## config.mk

```make
export PLATFORM = sky130hd
export DESIGN_NAME = audio_rms_peak_envelope
export DESIGN_NICKNAME = d
export VERILOG_FILES = /design/src/rtl/core/arpe_pkg.sv /design/src/rtl/core/arpe_div.sv /design/src/rtl/core/arpe_front.sv /design/src/rtl/core/arpe_fifo.sv /design/src/rtl/core/arpe_back.sv /design/src/rtl/core/audio_rms_peak_envelope.sv
export SDC_FILE = /design/constraint.sdc
export NUM_CORES = 2
export LEC_CHECK = 0
export BUFFER_PORTS_ARGS = -buffer_cell sky130_fd_sc_hd__buf_2
export CAP_MARGIN = 10
export CORE_MARGIN = 5
export CORE_UTILIZATION = 45
export DETAILED_ROUTE_END_ITERATION = 12
export PLACE_DENSITY = 0.58
export SYNTH_ARGS = -nofsm -noshare
export SYNTH_HDL_FRONTEND = slang
export SYNTH_SLANG_ARGS = --single-unit
```

## constraint.sdc

```tcl
create_clock -name clk -period 28.8 [get_ports clk]
set_input_delay 5.76 -clock clk [delete_from_list [all_inputs] [get_ports clk]]
set_output_delay 5.76 -clock clk [all_outputs]
set_load 0.03 [all_outputs]
```

## src/rtl/core/arpe_pkg.sv

```systemverilog
// ----------------------------------------------------------------------------
// arpe_pkg
// Shared types for the audio RMS / peak envelope block.
// ----------------------------------------------------------------------------
package arpe_pkg;

  // one input beat: a PCM16 frame plus the buffer length
  typedef struct packed {
    logic signed [15:0] sample_0;
    logic signed [15:0] sample_1;
    logic signed [15:0] sample_2;
    logic signed [15:0] sample_3;
    logic signed [15:0] sample_4;
    logic signed [15:0] sample_5;
    logic signed [15:0] sample_6;
    logic signed [15:0] sample_7;
    logic [12:0]        buffer_length;
  } frame_t;

  // one output beat: a closed bin
  typedef struct packed {
    logic [3:0]  bin_number;
    logic [14:0] rms_level;
    logic [14:0] peak_level;
    logic        final_bin;
  } result_t;

  localparam logic [3:0]  CHAN_RESET = 4'd2;
  localparam logic [14:0] Q15_MAX    = 15'h7fff;
  localparam logic [3:0]  SQRT_TOP   = 4'd14;

  typedef enum logic [3:0] {
    ST_IDLE,
    ST_CHECK,
    ST_PREP,
    ST_PREP2,
    ST_QSTART,
    ST_QDIV,
    ST_SQRT,
    ST_PSTART,
    ST_PDIV,
    ST_EMIT
  } back_state_t;

endpackage

```

## src/rtl/core/arpe_div.sv

```systemverilog
// ----------------------------------------------------------------------------
// arpe_div
// Restoring unsigned divider, one quotient bit per cycle.
// ----------------------------------------------------------------------------
module arpe_div #(
  parameter int NUMW = 51,
  parameter int DENW = 25
) (
  input  logic            clk,
  input  logic            rst,
  input  logic            start,
  input  logic [NUMW-1:0] num,
  input  logic [DENW-1:0] den,
  output logic            done,
  output logic [NUMW-1:0] quo
);
  localparam int CNTW = $clog2(NUMW + 1);

  logic            busy;
  logic [CNTW-1:0] cnt;
  logic [DENW-1:0] rem;
  logic [DENW-1:0] den_r;
  logic [DENW:0]   sh;
  logic            fit;

  // trial subtract of the shifted remainder
  assign sh  = {rem, quo[NUMW-1]};
  assign fit = sh >= {1'b0, den_r};

  always_ff @(posedge clk) begin
    if (rst) begin
      busy <= 1'b0;
      done <= 1'b0;
      cnt  <= '0;
    end else begin
      done <= 1'b0;
      if (start) begin
        busy  <= 1'b1;
        cnt   <= CNTW'(NUMW);
        quo   <= num;
        rem   <= '0;
        den_r <= den;
      end else if (busy) begin
        rem <= fit ? DENW'(sh - {1'b0, den_r}) : DENW'(sh);
        quo <= {quo[NUMW-2:0], fit};
        cnt <= cnt - 1'b1;
        if (cnt == CNTW'(1)) begin
          busy <= 1'b0;
          done <= 1'b1;
        end
      end
    end
  end
endmodule

```

## src/rtl/core/arpe_front.sv

```systemverilog
// ----------------------------------------------------------------------------
// arpe_front
// Mixes the active channels of a frame to a mono magnitude, clamps the length.
// ----------------------------------------------------------------------------
module arpe_front #(
  parameter int FRAME_LIMIT  = 4096,
  parameter int MAX_CHANNELS = 8,
  localparam int MW = 16 + $clog2(MAX_CHANNELS),
  localparam int NW = $clog2(FRAME_LIMIT + 1)
) (
  input  arpe_pkg::frame_t in_data,
  input  logic [3:0]       chan,
  output logic [MW-1:0]    mag,
  output logic [NW-1:0]    len
);
  import arpe_pkg::*;

  logic signed [15:0] smp [8];
  logic signed [MW:0] sum;
  logic [3:0]         cc;

  assign smp[0] = in_data.sample_0;
  assign smp[1] = in_data.sample_1;
  assign smp[2] = in_data.sample_2;
  assign smp[3] = in_data.sample_3;
  assign smp[4] = in_data.sample_4;
  assign smp[5] = in_data.sample_5;
  assign smp[6] = in_data.sample_6;
  assign smp[7] = in_data.sample_7;

  // effective channel count
  always_comb begin
    if (chan == 4'd0) begin
      cc = 4'd1;
    end else if (32'(chan) > MAX_CHANNELS) begin
      cc = 4'(MAX_CHANNELS);
    end else begin
      cc = chan;
    end
  end

  // mono sum and its magnitude
  always_comb begin
    sum = '0;
    for (int i = 0; i < MAX_CHANNELS; i++) begin
      if (4'(i) < cc) begin
        sum = sum + (MW + 1)'(smp[i]);
      end
    end
    mag = sum[MW] ? MW'(-sum) : MW'(sum);
  end

  // clamped buffer length
  always_comb begin
    if (in_data.buffer_length == 13'd0) begin
      len = NW'(1);
    end else if (32'(in_data.buffer_length) > FRAME_LIMIT) begin
      len = NW'(FRAME_LIMIT);
    end else begin
      len = NW'(in_data.buffer_length);
    end
  end
endmodule

```

## src/rtl/core/arpe_fifo.sv

```systemverilog
// ----------------------------------------------------------------------------
// arpe_fifo
// Small register queue between the front and the back.
// ----------------------------------------------------------------------------
module arpe_fifo #(
  parameter int WIDTH = 32,
  parameter int DEPTH = 4
) (
  input  logic             clk,
  input  logic             rst,
  input  logic             push,
  input  logic [WIDTH-1:0] wdata,
  input  logic             pop,
  output logic [WIDTH-1:0] rdata,
  output logic             full,
  output logic             empty
);
  localparam int AW = $clog2(DEPTH);
  localparam int CW = $clog2(DEPTH + 1);

  logic [WIDTH-1:0] mem [DEPTH];
  logic [AW-1:0]    wp;
  logic [AW-1:0]    rp;
  logic [CW-1:0]    cnt;

  assign full  = cnt == CW'(DEPTH);
  assign empty = cnt == '0;
  assign rdata = mem[rp];

  always_ff @(posedge clk) begin
    if (push) begin
      mem[wp] <= wdata;
    end
  end

  // pointers and fill count
  always_ff @(posedge clk) begin
    if (rst) begin
      wp  <= '0;
      rp  <= '0;
      cnt <= '0;
    end else begin
      if (push) begin
        wp <= (32'(wp) == DEPTH - 1) ? '0 : wp + 1'b1;
      end
      if (pop) begin
        rp <= (32'(rp) == DEPTH - 1) ? '0 : rp + 1'b1;
      end
      if (push && !pop) begin
        cnt <= cnt + 1'b1;
      end else if (pop && !push) begin
        cnt <= cnt - 1'b1;
      end
    end
  end
endmodule

```

## src/rtl/core/arpe_back.sv

```systemverilog
// ----------------------------------------------------------------------------
// arpe_back
// Bin bookkeeping, accumulation and the RMS / peak result sequencer.
// ----------------------------------------------------------------------------
module arpe_back #(
  parameter int BINS         = 16,
  parameter int FRAME_LIMIT  = 4096,
  parameter int MAX_CHANNELS = 8,
  localparam int MW = 16 + $clog2(MAX_CHANNELS),
  localparam int NW = $clog2(FRAME_LIMIT + 1)
) (
  input  logic              clk,
  input  logic              rst,
  input  logic [3:0]        chan,
  input  logic              q_valid,
  input  logic [MW-1:0]     q_mag,
  input  logic [NW-1:0]     q_len,
  output logic              q_pop,
  output logic              out_valid,
  input  logic              out_stall,
  output arpe_pkg::result_t out_data
);
  import arpe_pkg::*;

  localparam int CW  = $clog2(MAX_CHANNELS + 1);
  localparam int PW  = $clog2(FRAME_LIMIT);
  localparam int NBW = $clog2(BINS + 1);
  localparam int SW  = 2 * MW + NW;
  localparam int DW  = 2 * CW + NW;
  localparam int XW  = SW + 30;
  localparam int PNW = MW + 15;

  back_state_t state, state_next;

  logic [PW-1:0]  pos;
  logic [NBW-1:0] next_bin;
  logic [SW-1:0]  sacc;
  logic [MW-1:0]  peak;
  logic [NW-1:0]  kcnt;
  logic           phase;
  logic [MW-1:0]  cur_mag;
  logic [NW-1:0]  cur_len;
  logic [PW-1:0]  cur_p;
  logic [XW-1:0]  x;
  logic [DW-1:0]  dden;
  logic [SW-1:0]  qv;
  logic [14:0]    r;
  logic [3:0]     bit_i;
  logic [14:0]    rms_r;
  logic [14:0]    pk_r;

  logic [CW-1:0]  cc;
  logic [31:0]    lhs, rhs, pmin;
  logic           close, end_buf;
  logic [14:0]    t;
  logic [29:0]    tt;
  logic [PNW-1:0] pn;
  logic           div_start, div_done;
  logic [SW-1:0]  div_num, div_quo;
  logic [DW-1:0]  div_den;

  // effective channel count
  always_comb begin
    if (chan == 4'd0) begin
      cc = CW'(1);
    end else if (32'(chan) > MAX_CHANNELS) begin
      cc = CW'(MAX_CHANNELS);
    end else begin
      cc = CW'(chan);
    end
  end

  // bin end test: floor(n*(b+1)/BINS) <= p+phase  <=>  n*(b+1) < (p+phase+1)*BINS
  assign lhs     = 32'(cur_len) * (32'(next_bin) + 32'd1);
  assign rhs     = (32'(cur_p) + 32'd1 + 32'(phase)) * BINS;
  assign close   = (32'(next_bin) < BINS) && (lhs < rhs);
  assign end_buf = (32'(cur_p) + 32'd1) >= 32'(cur_len);
  assign pmin    = (32'(pos) > 32'(q_len) - 32'd1) ? 32'(q_len) - 32'd1 : 32'(pos);

  // square root trial and peak numerator
  assign t  = r | (15'd1 << bit_i);
  assign tt = 30'(t) * 30'(t);
  assign pn = ((PNW'(peak) << 15) - PNW'(peak)) >> 15;

  arpe_div #(.NUMW(SW), .DENW(DW)) u_div (
    .clk  (clk),
    .rst  (rst),
    .start(div_start),
    .num  (div_num),
    .den  (div_den),
    .done (div_done),
    .quo  (div_quo)
  );

  // next state
  always_comb begin
    state_next = state;
    case (state)
      ST_IDLE:   if (q_valid) state_next = ST_CHECK;
      ST_CHECK: begin
        if (close) begin
          state_next = ST_PREP;
        end else if (phase) begin
          state_next = ST_IDLE;
        end
      end
      ST_PREP:   state_next = (kcnt == '0) ? ST_EMIT : ST_PREP2;
      ST_PREP2:  state_next = ST_QSTART;
      ST_QSTART: state_next = ST_QDIV;
      ST_QDIV:   if (div_done) state_next = ST_SQRT;
      ST_SQRT:   if (bit_i == 4'd0) state_next = ST_PSTART;
      ST_PSTART: state_next = ST_PDIV;
      ST_PDIV:   if (div_done) state_next = ST_EMIT;
      ST_EMIT:   if (!out_valid || !out_stall) state_next = ST_CHECK;
      default:   state_next = ST_IDLE;
    endcase
  end

  // control outputs
  always_comb begin
    q_pop     = 1'b0;
    div_start = 1'b0;
    div_num   = '0;
    div_den   = '0;
    case (state)
      ST_IDLE:   q_pop = q_valid;
      ST_QSTART: begin
        div_start = 1'b1;
        div_num   = SW'(x >> 30);
        div_den   = dden;
      end
      ST_PSTART: begin
        div_start = 1'b1;
        div_num   = SW'(pn);
        div_den   = DW'(cc);
      end
      default: begin
        q_pop = 1'b0;
      end
    endcase
  end

  always_ff @(posedge clk) begin
    if (rst) begin
      state <= ST_IDLE;
    end else begin
      state <= state_next;
    end
  end

  // bin state and datapath
  always_ff @(posedge clk) begin
    if (rst) begin
      pos       <= '0;
      next_bin  <= '0;
      sacc      <= '0;
      peak      <= '0;
      kcnt      <= '0;
      phase     <= 1'b0;
      out_valid <= 1'b0;
    end else begin
      // a taken beat drops valid unless the emit state refills it
      if (out_valid && !out_stall && state != ST_EMIT) begin
        out_valid <= 1'b0;
      end
      case (state)
        ST_IDLE: begin
          if (q_valid) begin
            cur_mag <= q_mag;
            cur_len <= q_len;
            cur_p   <= PW'(pmin);
            phase   <= 1'b0;
          end
        end
        ST_CHECK: begin
          if (!close && !phase) begin
            // add this frame to the open bin
            if (32'(next_bin) < BINS) begin
              sacc <= sacc + SW'((2 * MW)'(cur_mag) * (2 * MW)'(cur_mag));
              if (cur_mag > peak) begin
                peak <= cur_mag;
              end
              kcnt <= kcnt + 1'b1;
            end
            phase <= 1'b1;
          end else if (!close) begin
            // advance the frame position
            if (end_buf) begin
              pos      <= '0;
              next_bin <= '0;
              sacc     <= '0;
              peak     <= '0;
              kcnt     <= '0;
            end else begin
              pos <= cur_p + 1'b1;
            end
          end
        end
        ST_PREP: begin
          // 32767^2 = 2^30 - 2^16 + 1
          x     <= (XW'(sacc) << 30) + XW'(sacc);
          dden  <= DW'((2 * CW)'(cc) * (2 * CW)'(cc) * DW'(kcnt));
          rms_r <= '0;
          pk_r  <= '0;
        end
        ST_PREP2: x <= x - (XW'(sacc) << 16);
        ST_QDIV: begin
          if (div_done) begin
            qv    <= div_quo;
            r     <= '0;
            bit_i <= SQRT_TOP;
          end
        end
        ST_SQRT: begin
          if (XW'(tt) <= XW'(qv)) begin
            r <= t;
          end
          if (bit_i == 4'd0) begin
            rms_r <= (XW'(tt) <= XW'(qv)) ? t : r;
          end else begin
            bit_i <= bit_i - 1'b1;
          end
        end
        ST_PDIV: begin
          if (div_done) begin
            pk_r <= (div_quo > SW'(Q15_MAX)) ? Q15_MAX : 15'(div_quo);
          end
        end
        ST_EMIT: begin
          if (!out_valid || !out_stall) begin
            out_valid           <= 1'b1;
            out_data.bin_number <= 4'(next_bin);
            out_data.rms_level  <= rms_r;
            out_data.peak_level <= pk_r;
            out_data.final_bin  <= 32'(next_bin) == BINS - 1;
            sacc                <= '0;
            peak                <= '0;
            kcnt                <= '0;
            next_bin            <= next_bin + 1'b1;
          end
        end
        default: begin
          phase <= phase;
        end
      endcase
    end
  end

`ifndef NO_ASSERTIONS
  a_bin_range: assert property (@(posedge clk) disable iff (rst)
    32'(next_bin) <= BINS)
    else $error("next_bin past the last bin");
  a_pop_only_idle: assert property (@(posedge clk) disable iff (rst)
    q_pop |-> state == ST_IDLE)
    else $error("queue popped while busy");
  a_sqrt_nonempty: assert property (@(posedge clk) disable iff (rst)
    state == ST_SQRT |-> kcnt != '0)
    else $error("root taken of an empty bin");
`endif
endmodule

```

## src/rtl/core/audio_rms_peak_envelope.sv

```systemverilog
// ----------------------------------------------------------------------------
// audio_rms_peak_envelope
// Mono RMS and peak per bin over buffers of PCM16 frames.
//
//   channel  dir  handshake          payload
//   in       in   in_valid/in_stall  frame_t  (8 samples, buffer_length)
//   out      out  out_valid/out_stall result_t (bin, rms, peak, final)
//   cfg      in   cfg_valid/cfg_ready cfg_data (channel_count)
//
// Each frame is taken by the back sequencer, which for each bin that it closes
// runs the serial divider (one bit per cycle) for the RMS quotient and the peak
// scale and the 15-step root, both skipped for an empty bin; a stalled out beat
// holds the sequencer in its emit state.
// Reset is synchronous; channel_count returns to 2 and all bins clear.
// A four-beat queue lets frames arrive while the back works or out stalls.
// ----------------------------------------------------------------------------
module audio_rms_peak_envelope #(
  parameter int BINS         = 16,
  parameter int FRAME_LIMIT  = 4096,
  parameter int MAX_CHANNELS = 8
) (
  input  logic              clk,
  input  logic              rst,
  input  logic              in_valid,
  output logic              in_stall,
  input  arpe_pkg::frame_t  in_data,
  output logic              out_valid,
  input  logic              out_stall,
  output arpe_pkg::result_t out_data,
  input  logic              cfg_valid,
  output logic              cfg_ready,
  input  logic [3:0]        cfg_data
);
  import arpe_pkg::*;

  localparam int MW = 16 + $clog2(MAX_CHANNELS);
  localparam int NW = $clog2(FRAME_LIMIT + 1);

  logic [3:0]       chan;
  logic [MW-1:0]    f_mag, q_mag;
  logic [NW-1:0]    f_len, q_len;
  logic             q_full, q_empty, q_pop, q_push;

  // channel count register
  assign cfg_ready = 1'b1;
  always_ff @(posedge clk) begin
    if (rst) begin
      chan <= CHAN_RESET;
    end else if (cfg_valid && cfg_ready) begin
      chan <= cfg_data;
    end
  end

  assign in_stall = q_full;
  assign q_push   = in_valid && !q_full;

  arpe_front #(.FRAME_LIMIT(FRAME_LIMIT), .MAX_CHANNELS(MAX_CHANNELS)) u_front (
    .in_data(in_data),
    .chan   (chan),
    .mag    (f_mag),
    .len    (f_len)
  );

  arpe_fifo #(.WIDTH(MW + NW), .DEPTH(4)) u_fifo (
    .clk  (clk),
    .rst  (rst),
    .push (q_push),
    .wdata({f_mag, f_len}),
    .pop  (q_pop),
    .rdata({q_mag, q_len}),
    .full (q_full),
    .empty(q_empty)
  );

  arpe_back #(
    .BINS        (BINS),
    .FRAME_LIMIT (FRAME_LIMIT),
    .MAX_CHANNELS(MAX_CHANNELS)
  ) u_back (
    .clk      (clk),
    .rst      (rst),
    .chan     (chan),
    .q_valid  (!q_empty),
    .q_mag    (q_mag),
    .q_len    (q_len),
    .q_pop    (q_pop),
    .out_valid(out_valid),
    .out_stall(out_stall),
    .out_data (out_data)
  );
endmodule

```

After elaboration in Yosys (flattened, before gate mapping)
Memory sizes are Yosys's and may differ from the RTL's. A register that Yosys moved wholly into a read port is not among the register bits.
Index checks and enable logic that the tools add are counted.
{"block": "word_totals", "out_inout_bits": 38, "mem_count": 1, "inputBits": 150, "reg_bits": 499, "mem_bits_rw": 128}
{"block": "op_classes", "order_cmp": 18, "n_mux": 88, "bitwise_logic": 6, "addsub": 26, "n_reduce_logical": 50, "mul": 5, "shifts": 1, "eq_ne": 30}
{"memory": "u_fifo.mem", "words": 4, "word_bits": 32, "read_ports": 1, "rd_ports_with_merged_regs": 1, "wr": 1, "line_no": "arpe_fifo.sv:21", "source": "logic [WIDTH-1:0] mem [DEPTH];"}
{"cell": "$mux 51", "count": 7}
{"cell": "$pmux 51 s2", "count": 2}
{"cell": "$pmux 81 s2", "count": 1}
{"cell": "$mux 20", "count": 8}
{"cell": "$add 20x16->20", "count": 7}
{"cell": "$mux 19", "count": 7}
{"cell": "$mux 13", "count": 7}
{"cell": "$pmux 15 s2", "count": 3}
{"cell": "$add 81x51->81", "count": 1}
{"cell": "$sub 81x67->81", "count": 1}
{"cell": "$mux 15", "count": 5}
{"cell": "$add 51x38->51", "count": 1}
{"cell": "$gt 51x15->1 const B", "count": 1}
{"cell": "$le 30x51->1", "count": 1}
{"cell": "$mux 4", "count": 12}
{"cell": "$mux 21", "count": 2}
{"cell": "$pmux 21 s2", "count": 1}
{"cell": "$pmux 4 s10", "count": 1}
{"cell": "$mul 19x19->38", "count": 1}
{"cell": "$pmux 19 s2", "count": 1}
{"cell": "$sub 34x19->34", "count": 1}
{"cell": "$ge 32x13->1", "count": 1}
{"cell": "$gt 12x32->1", "count": 1}
{"cell": "$lt 32x32->1", "count": 1}
{"cell": "67 further kinds", "count": 150}

Logic depth before layout (Yosys ltp)
{"block": "logic_depth", "ltp_word": 21, "ltp_mapped": 59}

Hierarchy
A second synthesis with hierarchy kept.
{"block": "hier_totals", "hier_cells": 7006, "hier_area_um2": 65033.6}
{"mod": "arpe_back", "cells_per_inst": 4817, "area_each_um2": 44383.8, "instances": 1, "seq_area_each_um2": 10079.7}
{"mod": "arpe_front", "cells_per_inst": 1530, "area_each_um2": 10153.5, "instances": 1, "seq_area_each_um2": 0.0}
{"mod": "arpe_div", "cells_per_inst": 431, "area_each_um2": 5232.5, "instances": 1, "seq_area_each_um2": 2952.8}
{"mod": "arpe_fifo", "cells_per_inst": 211, "area_each_um2": 5098.6, "instances": 1, "seq_area_each_um2": 4023.9}
{"mod": "audio_rms_peak_envelope", "cells_per_inst": 17, "area_each_um2": 165.2, "instances": 1, "seq_area_each_um2": 80.1}

Worst setup path after synthesis
OpenSTA, ideal clock, no wires.
{"block": "synth_timing", "path_type": "input port to flip-flop", "start": "input in_data[125] in the netlist's numbering", "end": "memory u_fifo.mem[0][19], data pin", "arrival_time_ns": 15.817, "slack_ns": 12.702, "stages": 53, "t_required_ns": 28.519, "path_cell_list": "clkbuf_1 -> ha_1 -> maj3_2 -> a211o_1 -> and2_1 -> nor2_1 -> xnor2_1 -> ha_1 -> clkbuf_1 -> and3_1 -> a221oi_1 -> xor2_1 -> nor2_1 -> a21oi_1 -> o21ai_0 -> ha_1 -> nor3_1 -> a31o_2 -> [17 not listed] -> nor4_1 -> o31ai_1 -> a21o_1 -> a21o_1 -> a21o_1 -> a21oi_1 -> xnor2_1 -> mux2_2 -> ha_1 -> a21oi_1 -> o21ai_0 -> xor2_1 -> a22oi_1 -> xnor2_1 -> xnor2_2 -> buf_4 -> o31ai_1 -> xor2_1"}
{"block": "synth_via", "elab_chain_len": 17}
{"element": "from (decl)", "line_no": "audio_rms_peak_envelope.sv:26", "source": "input arpe_pkg::frame_t in_data,"}
{"element": "$mux 20 (*)", "line_no": "arpe_front.sv:46", "source": "if (4'(i) < cc) begin"}
{"element": "$add 20x16->20", "line_no": "arpe_front.sv:47", "source": "sum = sum + (MW + 1)'(smp[i]);"}
{"element": "$mux 20 (*)", "line_no": "arpe_front.sv:46"}
{"element": "$add 20x16->20", "line_no": "arpe_front.sv:47"}
{"element": "$mux 20 (*)", "line_no": "arpe_front.sv:46"}
{"element": "$add 20x16->20", "line_no": "arpe_front.sv:47"}
{"element": "$mux 20 (*)", "line_no": "arpe_front.sv:46"}
{"element": "$add 20x16->20", "line_no": "arpe_front.sv:47"}
{"element": "[2 not listed]"}
{"element": "$mux 20 (*)", "line_no": "arpe_front.sv:46"}
{"element": "$add 20x16->20", "line_no": "arpe_front.sv:47"}
{"element": "$mux 20 (*)", "line_no": "arpe_front.sv:46"}
{"element": "$add 20x16->20", "line_no": "arpe_front.sv:47"}
{"element": "$mux 20 (*)", "line_no": "arpe_front.sv:46"}
{"element": "$neg 19->19", "line_no": "arpe_front.sv:50", "source": "mag = sum[MW] ? MW'(-sum) : MW'(sum);"}
{"element": "$mux 19 (*)", "line_no": "arpe_front.sv:50"}
{"element": "net f_mag[6]", "line_no": "audio_rms_peak_envelope.sv:40", "source": "logic [MW-1:0] f_mag, q_mag;"}
{"element": "to (decl)", "line_no": "arpe_fifo.sv:21"}
Mark *: on every way through the listed nets, which the timed path passes. The rest lies on a longest branch.

Worst setup path after layout
{"block": "layout_timing", "start": "input in_data[125] in the netlist's numbering", "end": "memory u_fifo.mem[3][17], data pin"}
The elaborated chain is that of the path after synthesis.

==> run_results.csv <==
group,metric,value,unit
status,outcome,"finished clean",
placed_design,io_buffers,186,
die,start_util,45.4,%
sta,period_share,62.5,%
sta,fin_setup_tns,0,ps
placed_design,dpl.hpwl,134,mm
critical_path,rr_startpoint,"chan[3]",
cts,cts_buffer_depth,3,
route,dr.pass1.iters,5,
critical_path,path_max_fanout,19,
die,ios,188,
cts,cts_tree,"built",
sta,tightest_slew,1230,ps
critical_path,criticalPathCategory,"in2reg",
grt,grt_pass1_vias,48300,
die,dieArea,147000,µm²
synth,ys.flop_type,"edfxtp_1",
sta,fmax,0.0555,GHz
flow_run,maxCapViolations,0,
placed_design,dpl.cell_count,8386,
layout,nets,7974,
synth,synth_top_cell_by_area,"edfxtp_1",
sta,hold_viol,0,
critical_path,slowest_delay,790,ps
route,wire_per_inst,20.2,µm
route,routed_wl,172,mm
layout,layout-drive-gt1-share,7.64,%
critical_path,cp_common_cell,"ha_1",
synth,synth_top_area_share,23.3,%
synth,yosysWarnings,0,
critical_path,r2r_slack,15510,ps
route,drt_iter0_drc,3135,
synth,synthCells,6544,
min_path,worstHoldStart,"u_back.pk_r[4]",
critical_path,regToRegEndpoint,"u_fifo.mem[3][17]",
critical_path,worst_setup_path_end_kind,"flip-flop",
min_path,hold_end,"u_back.out_data[5]",
die,num_rows,136,
sta,rsz0062_at_grt,"no",
synth,ys_seq_area_share,27.4,%
grt,track_usage,23.4,%
critical_path,reg2regPathDepth,49,
cts,clk_pin_slew,60,ps
synth,netlist-cell-type-count,115,
cts,clkLatencyLatePin,680,ps
grt,grt_max_degree,74,
synth,avgSynthCellArea,9.56,µm²
layout,synthToLayoutAreaGrowth,8.77,%
sta,fin_skew,63.4,ps
min_path,min_path_cells,0,
cts,cts_hold_buf,0,
layout,multi_input_area,41500,µm²
cts,htreeDepth,3,
cts,cts_setup_buffers,0,
min_path,min_path_type,"reg2reg",
route,drc,0,
synth,async_flop_share,0,%
route,vias,48000,
sta,maxSlewHeadroom,17.8,%
placed_design,place.gp.congestion,0.926,
sta,fin_crit,18000,ps
layout,nFillCells,13000,
synth,yosys_register_bits,613,
grt,overflow,0,
cts,cts_root_buf,"clkbuf_16",
die,core_area,138000,µm²
grt,antenna_found_initial,11,
synth,syn_area,62500,µm²
layout,regArea,17100,µm²
die,die_width,383,µm
cts,post_cts_resized,0,
sta,setup_viol,0,
layout,fin_cells,8522,
critical_path,arrival,18380,ps
critical_path,cp_slowest_cell,"xnor2_2",
grt,grt_first_pass_wirelength,272,mm
synth,synth.area.top_cells,"edfxtp_1 (23%), fa_1 (17%), ha_1 (13%), inv_1 (4.9%), dfxtp_1 (4.1%)",
die,die_h,383,µm
critical_path,critPathLaunch,"in_data[125]",
route,ant_nets,0,
route,routed_via_density,5.64,
cts,cts_sinks,613,
sta,finalMaxSlewViolations,0,
synth,synth_edf_count,486,
critical_path,required,29180,ps
critical_path,cp-start-kind,"primary input",
cts,cts_buffers,71,
## how the worst max path moves through the flow
stage | slack, ps | end
global placement | 10490 | u_fifo.mem[3][17]
finish | 10800 | u_fifo.mem[3][17]
CTS | 10940 | u_fifo.mem[0][17]
detailed placement | 10310 | u_fifo.mem[3][17]
global route | 9650 | u_fifo.mem[0][17]
floorplan | 12700 | u_fifo.mem[0][19]
## state kept, by name (all words and copies together), names as in the netlist, 15 cells and up, named ones only
register,flops
u_back.sacc,51
u_back.out_data,35
u_back.rms_r,15
u_fifo.mem,128
u_back.qv,51
u_back.pk_r,15
u_back.u_div.quo,51
u_back.r,15
u_back.u_div.rem,21
u_back.cur_mag,19
u_back.peak,19
u_back.x,65
u_back.u_div.den_r,21
u_back.dden,21
## layout make-up
type	instances	area share (%)
Clock inverter	46	0.866
Tap cell	1794	3.30
Sequential cell	613	25.2
Clock buffer	86	2.77
Antenna cell	4	0.0147
Multi-Input combinational cell	4879	61.0
Inverter	830	4.58
Timing Repair Buffer	270	2.30
## critical path, delay by kind of cell
family | cells | cell delay (ps)
AO/OA/AOI/OAI | 21 | 5310
XOR/XNOR | 8 | 2190
adder cells (fa/ha/maj) | 8 | 2250
buffers and inverters | 1 | 120
AND/OR/NAND/NOR | 13 | 2720
## Yosys cell counts (136+ instances only)
library cell / count
fa_1: 529
and2_1: 139
a21oi_1: 337
o21ai_0: 247
clkbuf_1: 193
xnor2_1: 233
a21o_1: 152
nor2_1: 498
ha_1: 630
nand2_1: 519
inv_1: 822
xor2_1: 136
edfxtp_1: 486
## per-layer routing
layer / wire [µm] / vias up / global-route usage (%)
li1: - / 22900 / -
met1: 76900 / 23700 / 31.9
met2: 81300 / 1167 / 39.3
met3: 8890 / 242 / 3.22
met4: 4800 / 2 / 5.99
met5: 12 / - / 0
## logic make-up after synthesis
kind of cell	Yosys count	synth area share, %
AOI/OAI and AO/OA	1326	14.2
xor gates and xnor gates	371	5.23
adders and majority gates	1160	29.6
buffers and inverters	1066	6.54
DFF	613	27.4
muxes	102	2.32
other	2	0.0120
and+or+nand+nor	1904	14.8
## through the flow
step                setup WS, ps  utilization (%)  area, µm²  hold slack (ps)
floorplan                  12700                -      62600              400
global placement           10490             47.5      65500              403
detailed placement         10310             47.5      65500              405
CTS                        10940             49.3      68000              419
global route                9650             49.3      68000              425
finish                     10800             49.3      68000              417
## cells in the final DEF, fill, tap and decap left out, types with 77 or more instances in the layout
| cell type | n |
|---|---|
| a21o_1 | 152 |
| a21oi_1 | 337 |
| and2_1 | 139 |
| buf_2 | 185 |
| buf_4 | 85 |
| dfxtp_1 | 125 |
| edfxtp_1 | 486 |
| fa_1 | 529 |
| ha_1 | 630 |
| inv_1 | 822 |
| nand2_1 | 519 |
| nand2b_1 | 95 |
| nand3_1 | 123 |
| nand4_1 | 77 |
| nor2_1 | 491 |
| nor2b_1 | 87 |
| nor3_1 | 108 |
| o21ai_0 | 247 |
| xnor2_1 | 233 |
| xor2_1 | 136 |
Power is left out: the tool's default activity adds up to more than one toggle a clock period on the data nets, which glitch-free logic cannot reach.
